==> config.mk <==
export PLATFORM = sky130hd
export DESIGN_NAME = detr_cmd_queue
export DESIGN_NICKNAME = d
export VERILOG_FILES = /design/src/design/detr_pkg.sv /design/src/design/detr_cmd_queue.sv
export SDC_FILE = /design/constraint.sdc
export NUM_CORES = 1
export LEC_CHECK = 0
export BUFFER_PORTS_ARGS = -buffer_cell sky130_fd_sc_hd__buf_2
export CORE_AREA = 2 2 298 300
export CTS_CLUSTER_DIAMETER = 200
export CTS_CLUSTER_SIZE = 12
export DETAILED_ROUTE_END_ITERATION = 8
export DIE_AREA = 0 0 300 302
export GPL_ROUTABILITY_DRIVEN = 0
export GPL_TIMING_DRIVEN = 0
export PLACE_DENSITY = 0.67
export SLEW_MARGIN = 0
export SYNTH_ARGS = -nofsm -noshare
export SYNTH_HDL_FRONTEND = slang
export SYNTH_SLANG_ARGS = --single-unit
==> constraint.sdc <==
create_clock -name clk -period 10.4 [get_ports clk]
set_input_delay 1.56 -clock clk [delete_from_list [all_inputs] [get_ports clk]]
set_output_delay 1.56 -clock clk [all_outputs]
set_load 0.02 [all_outputs]
==> src/design/detr_pkg.sv <==
`timescale 1ns / 1ps
`default_nettype none
// ----------------------------------------------------------------------------
// detr_pkg: shared types and constants of the event trace ring
// Record layout, command and result words, kind codes and the byte mask
// helper used by the front end and the back end.
// ----------------------------------------------------------------------------
package detr_pkg;

  // ring geometry
  localparam int CAP        = 256;
  localparam int SLOT_W     = $clog2(CAP);
  localparam int CNT_W      = 9;
  localparam int MAX_PB     = 8;
  localparam int LEN_W      = 4;
  localparam int PARAM_W    = 64;
  localparam int MAX_READ   = 64;
  localparam int READ_W     = 7;

  // queue geometry
  localparam int CMDQ_DEPTH = 4;
  localparam int CMDQ_PTR_W = $clog2(CMDQ_DEPTH);
  localparam int CMDQ_CNT_W = $clog2(CMDQ_DEPTH + 1);
  localparam int OUTQ_DEPTH = 4;
  localparam int OUTQ_PTR_W = $clog2(OUTQ_DEPTH);
  localparam int OUTQ_CNT_W = $clog2(OUTQ_DEPTH + 1);

  // result kinds, also used as command codes
  typedef enum logic [1:0] {
    KIND_NEW  = 2'd0,
    KIND_DUP  = 2'd1,
    KIND_READ = 2'd2,
    KIND_NONE = 2'd3
  } kind_t;

  // one stored record
  typedef struct packed {
    logic [7:0]         func;
    logic [31:0]        stamp;
    logic [31:0]        ret;
    logic [31:0]        repeats;
    logic [LEN_W-1:0]   length;
    logic [PARAM_W-1:0] params;
  } rec_t;

  // word from the front end to the back end
  typedef struct packed {
    kind_t              kind;
    logic [SLOT_W-1:0]  slot;
    rec_t               rec;
    logic [31:0]        start;
    logic [31:0]        diff;
    logic [READ_W-1:0]  maxc;
    logic [CNT_W-1:0]   held;
    logic [31:0]        head;
  } cmd_t;

  // result word
  typedef struct packed {
    kind_t              kind;
    rec_t               rec;
    logic               last;
    logic [31:0]        next;
    logic [CNT_W-1:0]   held;
    logic [31:0]        head;
  } res_t;

  // ones in the low len bytes
  function automatic logic [PARAM_W-1:0] byte_mask(input logic [LEN_W-1:0] len);
    logic [PARAM_W-1:0] m;
    m = '0;
    for (int i = 0; i < PARAM_W / 8; i++) begin
      if (LEN_W'(i) < len) begin
        m[8*i +: 8] = 8'hFF;
      end
    end
    return m;
  endfunction

endpackage
`default_nettype wire

==> src/design/detr_cmd_queue.sv <==
`timescale 1ns / 1ps
`default_nettype none
// ----------------------------------------------------------------------------
// detr_cmd_queue: command queue between front end and back end
// Small first-word-fall-through queue of command words.
// ----------------------------------------------------------------------------
module detr_cmd_queue (
  input  wire logic            clk,
  input  wire logic            rst,
  input  wire logic            push,
  input  wire detr_pkg::cmd_t  wdata,
  output logic                 full,
  input  wire logic            pop,
  output logic                 empty,
  output detr_pkg::cmd_t       rdata
);

  detr_pkg::cmd_t                   mem [detr_pkg::CMDQ_DEPTH];
  logic [detr_pkg::CMDQ_PTR_W-1:0]  wptr;
  logic [detr_pkg::CMDQ_PTR_W-1:0]  rptr;
  logic [detr_pkg::CMDQ_CNT_W-1:0]  count;
  logic                             do_push;
  logic                             do_pop;

  assign full    = (count == detr_pkg::CMDQ_CNT_W'(detr_pkg::CMDQ_DEPTH));
  assign empty   = (count == '0);
  assign do_push = push && !full;
  assign do_pop  = pop && !empty;
  assign rdata   = mem[rptr];

  // storage
  always_ff @(posedge clk) begin
    if (do_push) begin
      mem[wptr] <= wdata;
    end
  end

  // pointers and fill count
  always_ff @(posedge clk) begin
    if (rst) begin
      wptr  <= '0;
      rptr  <= '0;
      count <= '0;
    end else begin
      if (do_push) begin
        wptr <= (wptr == detr_pkg::CMDQ_PTR_W'(detr_pkg::CMDQ_DEPTH - 1)) ? '0 : wptr + 1'b1;
      end
      if (do_pop) begin
        rptr <= (rptr == detr_pkg::CMDQ_PTR_W'(detr_pkg::CMDQ_DEPTH - 1)) ? '0 : rptr + 1'b1;
      end
      if (do_push && !do_pop) begin
        count <= count + 1'b1;
      end else if (!do_push && do_pop) begin
        count <= count - 1'b1;
      end
    end
  end

endmodule
`default_nettype wire

After elaboration in Yosys (flattened, before gate mapping)
Memory sizes are Yosys's and may differ from the RTL's. A register that Yosys moved wholly into a read port is not among the register bits.
Index checks and enable logic that the tools add are counted.
{ "classes": {"add_sub_neg": 4, "n_mul": 0, "div": 0, "n_lt_le_gt_ge": 0, "n_eq_ne": 3, "shifts": 0, "n_mux": 8, "n_bitwise": 0, "n_reduce_logical": 10} }
{ "ops": {"columns": ["op", "n"], "rows": [
  ["$mux W2", 4],
  ["$mux W3", 2],
  ["$add A2 B1 Y2 const B", 2],
  ["$eq A2 B2 Y1 const B", 2],
  ["$logic_and A1 B1 Y1", 4],
  ["$logic_not A1 Y1", 4],
  ["$add A3 B1 Y3 const B", 1],
  ["$eq A3 B3 Y1 const B", 1],
  ["$logic_not A3 Y1", 1],
  ["$sub A3 B1 Y3 const B", 1],
  ["$mux W1", 2],
  ["$reduce_bool A2 Y1", 1]
]} }
{ "totals": {"reg_bits": 7, "latch_bits": 0, "ramBits": 1176, "mem_bits_ro": 0, "inputBits": 298, "out_inout_bits": 296, "elab_cells": 29, "memories": 1} }
{ "memory_table": {"columns": ["memory", "depth", "word_bits", "read_ports", "rd_ports_with_merged_regs", "wr", "line_no", "rtl"], "rows": [
  ["mem", 4, 294, 1, 1, 1, "detr_cmd_queue.sv:18", "detr_pkg::cmd_t mem [detr_pkg::CMDQ_DEPTH];"]
]} }

Logic depth before layout (Yosys ltp)
{ "depth": {"ltp_word": 7, "depth_mapped": 10, "mapped_depth_nobuf": 9} }

Worst setup path before layout
No wires, ideal clock.
{ "synth_path": {"kind": "input-to-reg", "from": "in push", "to": "mem mem[3][0] (netlist bit) (enable)", "setup_ps": 695, "t_arrival_ps": 8297, "required_ps": 9705, "setup_slack_ps": 1408, "path_stages": 1, "n_path_buf": 0, "cell_sequence": "and3_1"} }
{ "synth_between": {"elab_chain_cells": 3} }
{ "synth_lines": {"columns": ["element", "line_no", "rtl"], "rows": [
  ["from (decl)", "detr_cmd_queue.sv:10", "input wire logic push,"],
  ["$logic_and A1 B1 Y1", "detr_cmd_queue.sv:27", "assign do_push = push && !full;"],
  ["$mux W1", "detr_cmd_queue.sv:33", "if (do_push) begin"],
  ["$mux W1 (not written as such)", "detr_cmd_queue.sv:34", "mem[wptr] <= wdata;"],
  ["to (decl)", "detr_cmd_queue.sv:18", null]
]} }
Every way passes these cells.

==> impl_metrics.json <==
{
  "num_rows": 109,
  "r2r-start": "count[0]",
  "postSynthAreaPerCell_sq_um": 27.4,
  "max_freq_ghz": 0.219,
  "fin_crit_sh": 0.439,
  "grt_usage": 0.200,
  "p_leak_nw": 17.4,
  "cts_tree": "done",
  "syn_area_sq_um": 43400,
  "finalMaxSlewViolations": 0,
  "synth-seq-cells": 1185,
  "yosys.area.top_type": "edfxtp_1",
  "drtIter0Drc": 1408,
  "post_cts_buffers": 0,
  "clock_sinks": 1185,
  "critPathKind": "flop to primary output",
  "startpoint_type": "flop",
  "coreArea_sq_um": 87600,
  "cts_root_buffer": "clkbuf_16",
  "clkLatencyLatePin_ps": 680,
  "finalHoldViolations": 0,
  "status": "finished, final reports clean",
  "antenna_found_initial": 35,
  "grt_pass1_vias": 20436,
  "holdBufCountCts": 0,
  "post-place-ws_ps": 6480,
  "worst_slack_ps": 5840,
  "worstPathCellList": "buf_2 > clkbuf_1 > buf_2 > mux4_2 > buf_2",
  "cap_violations": 0,
  "yosysWarnings": 0,
  "crit_arrival_ps": 3000,
  "critPathMaxStageDelay_ps": 730,
  "synth_cell_types": 23,
  "crit_family": "buffers and inverters",
  "vias": 19595,
  "nFillCells": 6268,
  "cts-resized-gates": 0,
  "final_nets": 2617,
  "die_x_um": 300,
  "die_area_sq_um": 90600,
  "io_pins": 594,
  "wl_um": 91400,
  "wl_per_cell_um": 26.0,
  "synthesis.instances": 1586,
  "synthTopCellsByCount": "edfxtp_1, mux4_2, mux4_1, buf_2, buf_6",
  "seq_area_frac_synth": 0.817,
  "p_total_w": 0.0123,
  "min_from": "rptr[0]",
  "cp_max_fo": 10,
  "clockBufferDepth": 3,
  "register_area_sq_um": 35500,
  "rsz0062_at_grt": "no",
  "grt_start_max_net_pins": 58,
  "numPortBuffers": 592,
  "die_y_um": 302,
  "areaGrowthSynthToFinish_pct": 18.5,
  "finalCriticalPeriod_ps": 4560,
  "cpMostUsedCell": "buf_2",
  "synthArstFlopShare": 0,
  "cts_buffers": 108,
  "synth_edf_count": 1176,
  "antenna_left": 0,
  "drive_gt1_frac": 0.410,
  "tightest_slew_ps": 1010,
  "fin_skew_ps": 22.7,
  "drt_pass1_iterations": 7,
  "ir_worst_vdd_mv": 0.176,
  "routed_via_density": 5.57,
  "h-tree-depth": 3,
  "crit_slowest_cell": "clkbuf_1",
  "synthTopCellsByArea": "edfxtp_1, mux4_1, mux4_2",
  "path_clk_slew_ps": 70,
  "powerDensity_nw_per_um2": 240,
  "start_util": 0.496,
  "overflow": 0,
  "synth_most_common_cell": "edfxtp_1",
  "multi_input_area_sq_um": 7410,
  "min_path_type": "flop to flop",
  "crit_required_ps": 8840,
  "synth_top_area_frac": 0.813,
  "endpoint_kind": "primary output",
  "dp_hpwl_um": 60900,
  "setup_violations": 0,
  "max_slew_margin": 0.323,
  "grt_pass1_wl_um": 133000,
  "path_buf_inv": 4,
  "syn_nets": 1891,
  "synth_top_flop_cell": "edfxtp_1",
  "drc": 0
}
[per-stage QoR]
step	std cells	utilization	TNS (ps)	cell area [sq um]	hold WS, ps
floorplan	1586	-	0	43400	463
global placement	3343	0.547	-4868020	47900	489
detailed placement	3367	0.554	0	48500	502
CTS	3494	0.587	0	51400	516
global route	3511	0.588	0	51500	560
finish	3518	0.588	0	51500	508
[area by class of cell]
cell class,instances,area share
Clock inverter,5,0.00107
Timing Repair Buffer,616,0.0704
Inverter,5,0.000365
Clock buffer,122,0.0548
Multi-Input combinational cell,328,0.144
Sequential cell,1185,0.690
Tap cell,1165,0.0283
Antenna cell,24,0.00117
Buffer,68,0.0103
[metal layers]
| layer | up-vias | share of wire | GRT usage |
|---|---|---|---|
| met2 | 616 | 0.52 | 0.340 |
| met5 | - | 0.0013 | 0 |
| met1 | 10314 | 0.37 | 0.243 |
| met3 | 157 | 0.071 | 0.0565 |
| met4 | 18 | 0.035 | 0.0845 |
| li1 | 8490 | - | - |
[cells in the final DEF, fill, tap and decap left out]
cell,synthesis,final
clkbuf_16,0,111
nor3_1,2,2
o31ai_1,2,2
mux4_1,136,136
dfxtp_1,9,9
and3_4,0,4
inv_1,5,5
nor2_1,4,4
or3b_1,1,1
clkinv_2,0,1
buf_16,0,24
mux2i_1,2,2
buf_8,3,3
clkbuf_1,6,17
or3_1,2,2
inv_6,0,2
diode_2,0,24
buf_2,32,624
ha_1,6,6
buf_6,27,27
edfxtp_1,1176,1176
nand2_1,1,1
clkinv_8,0,2
o21ai_0,2,2
a21oi_1,3,3
mux4_2,158,158
xor2_1,2,2
nand3_1,2,2
fa_1,1,1
[logic make-up (layout without fill, tap and decap cells)]
logic type               count (synthesis)  in the layout  share of synthesized area
buffers and inverters                   73            816                     0.0127
AO/OA/AOI/OAI                            7              7                   0.000922
flip-flops                            1185           1185                      0.817
other                                    0             24                          0
XOR/XNOR                                 2              2                   0.000403
AND/OR/NAND/NOR                         16             16                    0.00196
adder cells (fa/ha/maj)                  7              7                    0.00219
multiplexers                           296            296                      0.165
[state kept, by name (all words and copies together) (netlist names), named ones only]
name / cells
rptr: 2
count: 3
mem: 1176
wptr: 2
[where the power goes]
group / internal [W] / switching, W / leakage [nW]
combinational: 0.00121 / 0.00182 / 5.12
sequential: 0.00577 / 0.0000912 / 10.9
clock: 0.00188 / 0.00155 / 1.41
[path summary, 6_finish.rpt]
path / slack [ps] / cells after the start / end
setup reg to reg: 7620 / 6 / mem[1][228]
hold reg to reg: 510 / 2 / rptr[0]
hold / removal: 510 / 2 / rptr[0]
setup / recovery: 5840 / 5 / rdata[87]
[worst reg2reg max path: cells and delay by family (launching register included)]
| family | cells | cell delay, ps |
|---|---|---|
| buffers and inverters | 4 | 1140 |
| flip-flops | 1 | 430 |
| AND/OR/NAND/NOR | 2 | 800 |
Power figures use the tool's default switching activity.
