===== src/design/detr_pkg.sv =====
`timescale 1ns / 1ps
`default_nettype none
// ----------------------------------------------------------------------------
// detr_pkg: shared types and constants of the event trace ring
// Record layout, command and result words, kind codes and the byte mask
// helper used by the front end and the back end.
// ----------------------------------------------------------------------------
package detr_pkg;

  // ring geometry
  localparam int CAP        = 256;
  localparam int SLOT_W     = $clog2(CAP);
  localparam int CNT_W      = 9;
  localparam int MAX_PB     = 8;
  localparam int LEN_W      = 4;
  localparam int PARAM_W    = 64;
  localparam int MAX_READ   = 64;
  localparam int READ_W     = 7;

  // queue geometry
  localparam int CMDQ_DEPTH = 4;
  localparam int CMDQ_PTR_W = $clog2(CMDQ_DEPTH);
  localparam int CMDQ_CNT_W = $clog2(CMDQ_DEPTH + 1);
  localparam int OUTQ_DEPTH = 4;
  localparam int OUTQ_PTR_W = $clog2(OUTQ_DEPTH);
  localparam int OUTQ_CNT_W = $clog2(OUTQ_DEPTH + 1);

  // result kinds, also used as command codes
  typedef enum logic [1:0] {
    KIND_NEW  = 2'd0,
    KIND_DUP  = 2'd1,
    KIND_READ = 2'd2,
    KIND_NONE = 2'd3
  } kind_t;

  // one stored record
  typedef struct packed {
    logic [7:0]         func;
    logic [31:0]        stamp;
    logic [31:0]        ret;
    logic [31:0]        repeats;
    logic [LEN_W-1:0]   length;
    logic [PARAM_W-1:0] params;
  } rec_t;

  // word from the front end to the back end
  typedef struct packed {
    kind_t              kind;
    logic [SLOT_W-1:0]  slot;
    rec_t               rec;
    logic [31:0]        start;
    logic [31:0]        diff;
    logic [READ_W-1:0]  maxc;
    logic [CNT_W-1:0]   held;
    logic [31:0]        head;
  } cmd_t;

  // result word
  typedef struct packed {
    kind_t              kind;
    rec_t               rec;
    logic               last;
    logic [31:0]        next;
    logic [CNT_W-1:0]   held;
    logic [31:0]        head;
  } res_t;

  // ones in the low len bytes
  function automatic logic [PARAM_W-1:0] byte_mask(input logic [LEN_W-1:0] len);
    logic [PARAM_W-1:0] m;
    m = '0;
    for (int i = 0; i < PARAM_W / 8; i++) begin
      if (LEN_W'(i) < len) begin
        m[8*i +: 8] = 8'hFF;
      end
    end
    return m;
  endfunction

endpackage
`default_nettype wire


===== src/design/detr_out_queue.sv =====
`timescale 1ns / 1ps
`default_nettype none
// ----------------------------------------------------------------------------
// detr_out_queue: result queue in front of the result ports
// First-word-fall-through queue of result words; reports its fill count so
// the back end can reserve room for memory reads in flight.
// ----------------------------------------------------------------------------
module detr_out_queue (
  input  wire logic                              clk,
  input  wire logic                              rst,
  input  wire logic                              push,
  input  wire detr_pkg::res_t                    wdata,
  output logic [detr_pkg::OUTQ_CNT_W-1:0]        count,
  input  wire logic                              pop,
  output logic                                   empty,
  output detr_pkg::res_t                         rdata
);

  detr_pkg::res_t                   mem [detr_pkg::OUTQ_DEPTH];
  logic [detr_pkg::OUTQ_PTR_W-1:0]  wptr;
  logic [detr_pkg::OUTQ_PTR_W-1:0]  rptr;
  logic                             full;
  logic                             do_push;
  logic                             do_pop;

  assign full    = (count == detr_pkg::OUTQ_CNT_W'(detr_pkg::OUTQ_DEPTH));
  assign empty   = (count == '0);
  assign do_push = push && !full;
  assign do_pop  = pop && !empty;
  assign rdata   = mem[rptr];

  // storage
  always_ff @(posedge clk) begin
    if (do_push) begin
      mem[wptr] <= wdata;
    end
  end

  // pointers and fill count
  always_ff @(posedge clk) begin
    if (rst) begin
      wptr  <= '0;
      rptr  <= '0;
      count <= '0;
    end else begin
      if (do_push) begin
        wptr <= (wptr == detr_pkg::OUTQ_PTR_W'(detr_pkg::OUTQ_DEPTH - 1)) ? '0 : wptr + 1'b1;
      end
      if (do_pop) begin
        rptr <= (rptr == detr_pkg::OUTQ_PTR_W'(detr_pkg::OUTQ_DEPTH - 1)) ? '0 : rptr + 1'b1;
      end
      if (do_push && !do_pop) begin
        count <= count + 1'b1;
      end else if (!do_push && do_pop) begin
        count <= count - 1'b1;
      end
    end
  end

endmodule
`default_nettype wire


===== config.mk =====
export PLATFORM = sky130hd
export DESIGN_NAME = detr_out_queue
export DESIGN_NICKNAME = d
export VERILOG_FILES = /design/src/design/detr_pkg.sv /design/src/design/detr_out_queue.sv
export SDC_FILE = /design/constraint.sdc
export NUM_CORES = 1
export LEC_CHECK = 0
export ABC_AREA = 0
export BUFFER_PORTS_ARGS = -buffer_cell sky130_fd_sc_hd__buf_4
export CORE_MARGIN = 8
export CORE_UTILIZATION = 54
export CTS_BUF_LIST = sky130_fd_sc_hd__clkbuf_8
export CTS_CLUSTER_DIAMETER = 150
export CTS_CLUSTER_SIZE = 20
export DETAILED_ROUTE_END_ITERATION = 8
export GPL_TIMING_DRIVEN = 0
export PLACE_DENSITY = 0.8
export REMOVE_ABC_BUFFERS = 1
export SETUP_SLACK_MARGIN = 0.2
export SLEW_MARGIN = 20
export SYNTH_ARGS = -nofsm -noshare
export SYNTH_HDL_FRONTEND = slang
export SYNTH_SLANG_ARGS = --single-unit

===== constraint.sdc =====
create_clock -name clk -period 7.4 [get_ports clk]
set_clock_uncertainty 0.15 [all_clocks]
set_input_delay 0.37 -clock clk [delete_from_list [all_inputs] [get_ports clk]]
set_output_delay 0.37 -clock clk [all_outputs]
set_load 0.02 [all_outputs]

# Word level (Yosys, flattened, before mapping)
# Memories as Yosys holds them, arrays and structs flattened. A register that Yosys moved wholly into a read port is not among the register bits.
# Index checks and enable logic that the tools add are counted.
totals:
  mem_count: 1
  input_bits: 252
  register_bits: 7
  word_cells: 29
  mem_bits_rw: 992
memory_table:
  columns: ["name", "words", "word_bits", "rd", "rd_ports_with_merged_regs", "write_ports", "line_no", "text"]
  rows:
  - ["mem", 4, 248, 1, 1, 1, "detr_out_queue.sv:19", "detr_pkg::res_t mem [detr_pkg::OUTQ_DEPTH];"]
op_classes:
  reduce_logical: 10
  eq_ne: 3
  mux: 8
  n_addsub: 4
ops:
  columns: ["operator", "count"]
  rows:
  - ["two-way mux 2 bit", 4]
  - ["two-way mux 3 bit", 2]
  - ["adder 2 x 1 -> 2 bit, second input constant", 2]
  - ["== test 2 bit, second input constant", 2]
  - ["logical AND 1 bit", 4]
  - ["logical NOT 1 bit", 4]
  - ["adder 3 x 1 -> 3 bit, second input constant", 1]
  - ["== test 3 bit, second input constant", 1]
  - ["logical NOT 3 bit", 1]
  - ["subtractor 3 x 1 -> 3 bit, second input constant", 1]
  - ["two-way mux 1 bit", 2]
  - ["nonzero test 2 bit", 1]

# Logic depth before layout (Yosys ltp)
# Gate-level depths: netlist of the first run.
logic_depth:
  ltp_word: 7
  depth_mapped: 8
  mapped_depth_nobuf: 8

# Worst setup path before layout of the first run
# No wires, ideal clock.
synth_timing:
  kind: "register to register"
  from: "reg count[0] in the netlist's numbering"
  to: "mem mem[2][0] in the netlist's numbering, enable pin"
  slack_ns: 0.026
  stages_incl_launch_ff: 4
  arrival_time_ns: 6.584
  synth_period_minus_slack_ns: 7.374
  setup_time_ns: 0.640
  path_buffers: 0
  required_time_ns: 6.610
  cell_sequence: "dfxtp_1 > nor2_1 > a21boi_2 > and2_1"
synth_between:
  elab_chain_cells: 5
synth_rtl:
  columns: ["item", "line_no", "text"]
  rows:
  - ["start, declared", "detr_out_queue.sv:13", "output logic [detr_pkg::OUTQ_CNT_W-1:0] count,"]
  - ["start signal, assigned", "detr_out_queue.sv:53", "count <= count + 1'b1;"]
  - ["start signal, assigned", "detr_out_queue.sv:55", "count <= count - 1'b1;"]
  - ["== test 3 bit", "detr_out_queue.sv:26", "assign full = (count == detr_pkg::OUTQ_CNT_W'(detr_pkg::OUTQ_DEPTH));"]
  - ["logical NOT 1 bit", "detr_out_queue.sv:28", "assign do_push = push && !full;"]
  - ["logical AND 1 bit", "detr_out_queue.sv:28", null]
  - ["named net do_push", "detr_out_queue.sv:23", "logic do_push;"]
  - ["two-way mux 1 bit", "detr_out_queue.sv:34", "if (do_push) begin"]
  - ["two-way mux 1 bit (implied by the code)", "detr_out_queue.sv:35", "mem[wptr] <= wdata;"]
  - ["end, declared", "detr_out_queue.sv:19", null]
# The timed path passes the listed nets, and every way through them passes these cells.

==> results of run 1 <==
==> cells by family after synthesis <==
family          Yosys count  share of synthesized area [%]
flops                  1001                           82.2
xor+xnor                  2                         0.0480
mux                     252                           15.4
compound gates            5                         0.0926
buf+inv                  60                           1.78
simple gates             16                          0.226
fa+ha+maj                 7                          0.261
==> synthesized netlist by cell type, drive strengths merged, types with 2 or more instances <==
library cell  count  area, um^2
edfxtp          992       29800
mux4            248        5590
buf              52         621
dfxtp             9         180
ha                6        75.1
clkbuf            5        18.8
nor2              5        18.8
and2              4        25.0
inv               3        11.3
mux2i             3        30.0
a21oi             2        10.0
nand2b            2        12.5
nor3              2        10.0
or3               2        12.5
xor2              2        17.5
==> layout by cell type (no fill, tap or decap), types with 2 or more instances in the layout <==
cell type / synthesis / final
mux2i_1: 3 / 3
and2_4: 0 / 4
ha_1: 6 / 6
nand2b_1: 2 / 2
dfxtp_1: 9 / 7
nor2_1: 5 / 5
buf_4: 2 / 503
nor3_1: 2 / 2
clkbuf_8: 0 / 57
buf_12: 22 / 12
inv_1: 3 / 14
dlygate4sd3_1: 0 / 251
buf_16: 0 / 26
dfxtp_4: 0 / 2
a21oi_1: 2 / 2
xor2_1: 2 / 2
diode_2: 0 / 15
mux4_2: 248 / 248
or3_1: 2 / 2
edfxtp_1: 992 / 992
==> worst register-to-register path: stages (launching register included) <==
cell and delay, ns:
dfxtp_1 0.51, nor2_1 0.10, a21boi_2 0.36, and2_4 0.52, buf_16 0.30, buf_12 0.33, buf_16 0.30
==> state kept, by name, summed over array words and instances (netlist names), named ones only <==
name and cells:
mem 992, count 3, rptr 2, wptr 2
==> report_power, final <==
group	leakage, nW	switching, mW	total, mW	internal [mW]
clock	0.478	1.57	2.28	0.709
sequential	9.17	0.171	7.06	6.88
combinational	5.31	2.27	4.20	1.94
total	15.0	4.01	13.5	9.53
==> layer usage <==
metal	vias to the layer above	GRT usage, %	share of wire, %
met5	-	0	0.015
met1	9088	24.6	35
li1	7355	-	-
met3	163	5.46	8.0
met2	780	36.9	53
met4	2	8.33	4.1
==> through the flow <==
stage / hold WS, ns / std cells
floorplan: 0.289 / 1286
global placement: 0.334 / 2662
detailed placement: 0.340 / 2700
CTS: 0.199 / 3020
global route: 0.214 / 3031
finish: 0.255 / 3035
==> area by class of cell <==
class                           count  area (um^2)
Antenna cell                       15         37.5
Clock buffer                       57          785
Clock inverter                     12         61.3
Fill cell                        3938        22000
Inverter                            3         11.3
Multi-Input combinational cell    282         5870
Sequential cell                  1001        30000
Tap cell                          873         1090
Timing Repair Buffer              792         7240
==> worst max-delay path by stage <==
| stage | start | end |
|---|---|---|
| 2_1_floorplan | flop | rdata[0] |
| 3_3_place_gp | flop | rdata[153] |
| 3_5_place_dp | flop | rdata[153] |
| 4_1_cts | flop | rdata[153] |
| 5_1_grt | flop | rdata[153] |
| 6_report | flop | rdata[153] |
==> impl_metrics.tcl, run 1 <==
set metrics [dict create \
    via_count 17388 \
    grt-ovfl-total 0 \
    rows 95 \
    worst_path_dominant_cell_family "buffers and inverters" \
    holdBufCountCts 251 \
    drive_gt1_share_pct 39.8 \
    end_kind "output pin" \
    tritoncts "built" \
    crit_path_start_kind "flop" \
    path_buf_inv 5 \
    hold_class "input pin to flop" \
    nets 2395 \
    dr.pass1.iters 5 \
    slew_viol_final 0 \
    gp_congestion 0.738 \
    finalSetupViolations 0 \
    worst_pin_slew_ns 0.582 \
    cts_setup_buffers 0 \
    path_cells "buf_12 > buf_16 > buf_16 > buf_16 > mux4_2 > buf_4" \
    place_ws_ns 4.27 \
    worstSetupPathType "flop to output pin" \
    via_per_inst 5.73 \
    pwr_density_cell_mw_per_mm2 300 \
    final_cell_area_mm2 0.0451 \
    syn_avg_cell_area_um2 27.2 \
    rsz0062_at_grt "false" \
    worst_ep_arrival_time_ns 3.26 \
    drtAntennaViolNets 0 \
    drt_wl_total_um 81000 \
    holdPathStages 2 \
    grt_pass1_wl_um 118000 \
    hold_viol 0 \
    p_leak_nw 15.0 \
    r2r_start "count[0]" \
    htree_levels 2 \
    cpPeakStageDelay_ns 0.59 \
    ys_warn_count 0 \
    worst_slack_ns 3.62 \
    drt_iter0_markers 1481 \
    cts_made_buffers 56 \
    ios 504 \
    seq_area_frac_synth_pct 82.2 \
    clock_latency_ns 0.69 \
    grt_start_max_net_pins 50 \
    cts_resized 0 \
    async_reset_ff_share_pct 0 \
    synthCells 1343 \
    cts_sinks 1001 \
    drv_cap 0 \
    cp_data_required_time_ns 6.88 \
    die_x_um 276 \
    placed_area_mm2 0.0417 \
    cpMostUsedCell "buf_16" \
    rr_endpoint "mem[0][113]" \
    p_total_mw 13.5 \
    worst-r2r-setup-slack_ns 4.41 \
    ys.flop_type "edfxtp_1" \
    io_buffers 503 \
    initial_utilization_pct 54.4 \
    max-vdd-ir-drop_mv 0.255 \
    clk_transition_reported_paths_ns 0.13 \
    ys_ff_latch 1001 \
    drc 0 \
    cp.depth 6 \
    synth-edff-count 992 \
    fp.coreArea_mm2 0.0670 \
    min-delay-start "wdata[181]" \
    wl_per_cell_um 26.7 \
    cts_buffer_depth 3 \
    die_y_um 276 \
    fmax_mhz 264 \
    path_max_fanout 34 \
    rr_worst_depth 6 \
    synth_area_mm2 0.0365 \
    status "finished, final reports clean" \
    die-area_mm2 0.0761 \
    period_share_pct 51.1 \
    min_period_ns 3.78 \
    fin_setup_tns_ns 0 \
    dp_hpwl_um 49800 \
    min_to "mem[3][181]" \
    grt.total_usage_pct 21.0 \
    syn2layout_area_growth_pct 23.6 \
    final_util_pct 67.2 \
    ctsRootBufferMaster "clkbuf_8" \
    grt_antenna_before_repair 14 \
    grt_pass1_vias 18753 \
    cpMaxStageDelayCell "mux4_2" \
    slew_headroom_pct 60.9 \
    ys_types 24 \
]
(Power assumes the default switching activity.)
==> run 2: changes to the inputs <==
- CORE_UTILIZATION: 54 -> 59
- PLACE_DENSITY: 0.8 -> 0.83
- clock period: 7.4 -> 3.5 ns (I/O delays scaled with it)
==> run 2 against run 1 <==
Global-route usage grew 2.6 points. Total power increased by 110%. Hold slack lost 0.18 ns. Largest cell class unchanged.
==> impl_metrics.tcl, run 2 (synthesis gave the netlist of run 1 again) <==
set metrics [dict create \
    grt_pass1_wl_um 123000 \
    rr_worst_depth 5 \
    worstSetupPathType "flop to output pin" \
    path_max_fanout 49 \
    reg_top3 "mem (992), count (3)" \
    fmax_mhz 338 \
    cpPeakStageDelay_ns 0.70 \
    wl_per_cell_um 28.9 \
    die-area_mm2 0.0700 \
    worst-r2r-setup-slack_ns 0.62 \
    drv_cap 0 \
    crit_end "rdata[97]" \
    drtAntennaViolNets 0 \
    drt_iter0_markers 1735 \
    dr.pass1.iters 5 \
    seq_area_mm2 0.0300 \
    min_period_ns 2.96 \
    htree_levels 2 \
    period_share_pct 84.6 \
    grt_start_max_net_pins 50 \
    die_x_um 265 \
    crit_path_start_kind "flop" \
    slew_viol_final 0 \
    n_fill_cell 3156 \
    slew_headroom_pct 52.1 \
    ios 504 \
    fp.coreArea_mm2 0.0614 \
    syn2layout_area_growth_pct 23.7 \
    r2r_start "count[0]" \
    cpMaxStageDelayCell "dfxtp_4" \
    nets 2410 \
    cp.depth 4 \
    holdWs_ns 0.0699 \
    tritoncts "built" \
    rsz0062_at_grt "false" \
    finalSetupViolations 0 \
    dp_hpwl_um 50900 \
    final_cell_mix "edfxtp_1, buf_4, dlygate4sd3_1" \
    end_kind "output pin" \
    worst_ep_arrival_time_ns 2.64 \
    drc 0 \
    p_total_mw 28.9 \
    grt_pass1_vias 19071 \
    final_common_cell "edfxtp_1" \
    gp_congestion 0.743 \
    rr_endpoint "mem[0][198]" \
    drt_wl_total_um 85800 \
    grt.total_usage_pct 23.6 \
    path_cells "buf_12 > buf_16 > mux4_2 > buf_4" \
    rows 91 \
    clock_latency_ns 0.68 \
    multi_input_area_mm2 0.00587 \
    max-vdd-ir-drop_mv 0.563 \
    grt_antenna_before_repair 11 \
    hold_class "input pin to flop" \
    drive_gt1_share_pct 40.0 \
    cts_sinks 1001 \
    path_buf_inv 3 \
    clk_transition_reported_paths_ns 0.15 \
    instances_no_fill 2967 \
    hold_viol 0 \
    dp.cells 2621 \
    p_leak_nw 15.0 \
    via_count 17647 \
    initial_utilization_pct 59.4 \
    largest_register_ffs 992 \
    cts_buffer_depth 3 \
    cts_made_buffers 56 \
    cp_data_required_time_ns 3.17 \
    io_buffers 503 \
    worst_pin_slew_ns 0.712 \
    die_y_um 265 \
    pwr_density_cell_mw_per_mm2 641 \
    grt-ovfl-total 0 \
    status "finished, final reports clean" \
    ctsRootBufferMaster "clkbuf_8" \
    via_per_inst 5.95 \
    worst_path_dominant_cell_family "buffers and inverters" \
    regMostFlops "mem" \
]
[run 2: per-layer routing]
| metal | vias up | GRT usage (%) | share of wire [%] |
|---|---|---|---|
| li1 | 7402 | - | - |
| met1 | 9328 | 27.9 | 35 |
| met2 | 776 | 42.6 | 55 |
| met5 | - | 0 | 0.0093 |
| met3 | 139 | 5.46 | 7.3 |
| met4 | 2 | 7.91 | 3.2 |
[run 2: worst min-delay path by stage]
| stage | from | to | slack, ns | cells past startpoint |
|---|---|---|---|---|
| CTS | wdata[105] | mem[3][105] | 0.0003 | 2 |
| floorplan | rst | count[2] | 0.09 | 1 |
| global placement | wdata[19] | mem[0][19] | 0.22 | 1 |
| detailed placement | wdata[36] | mem[1][36] | 0.23 | 1 |
| finish | wdata[137] | mem[3][137] | 0.07 | 2 |
| global route | wdata[16] | mem[3][16] | 0.01 | 2 |
[run 2: report_power, final]
group	internal (mW)	switching [mW]
sequential	14.6	0.385
combinational	4.16	4.96
clock	1.51	3.35
total	20.2	8.69
[run 2: final cells by class]
type | instances | share of cell area, %
flip-flops and latches | 1001 | 66.4
repair buffers | 807 | 16.4
multi-input cells | 282 | 13.0
well taps | 790 | 2.19
clock buffers | 57 | 1.74
clock inverters | 15 | 0.177
diodes | 12 | 0.0666
inverters | 3 | 0.0250
[run 2: through the flow]
stage / utilization (%) / setup TNS [ns] / worst slack, ns / cell area (um^2)
after floorplan: - / -5820.09 / -7.97 / 35800
after detailed placement: 67.8 / 0 / 0.671 / 41600
after CTS: 73.5 / 0 / 0.439 / 45100
after global placement: 66.2 / - / -12.87 / 40600
final: 73.5 / 0 / 0.538 / 45100
after global routing: 73.5 / 0 / 0.373 / 45100
[run 2: timing repair]
action                                 in CTS  in global routing
hold buffers                              257                  0
setup buffers                               5                  0
endpoints found under the hold margin    1001                  0
gates resized for setup                     0                  0
setup endpoints to repair                  88                  0
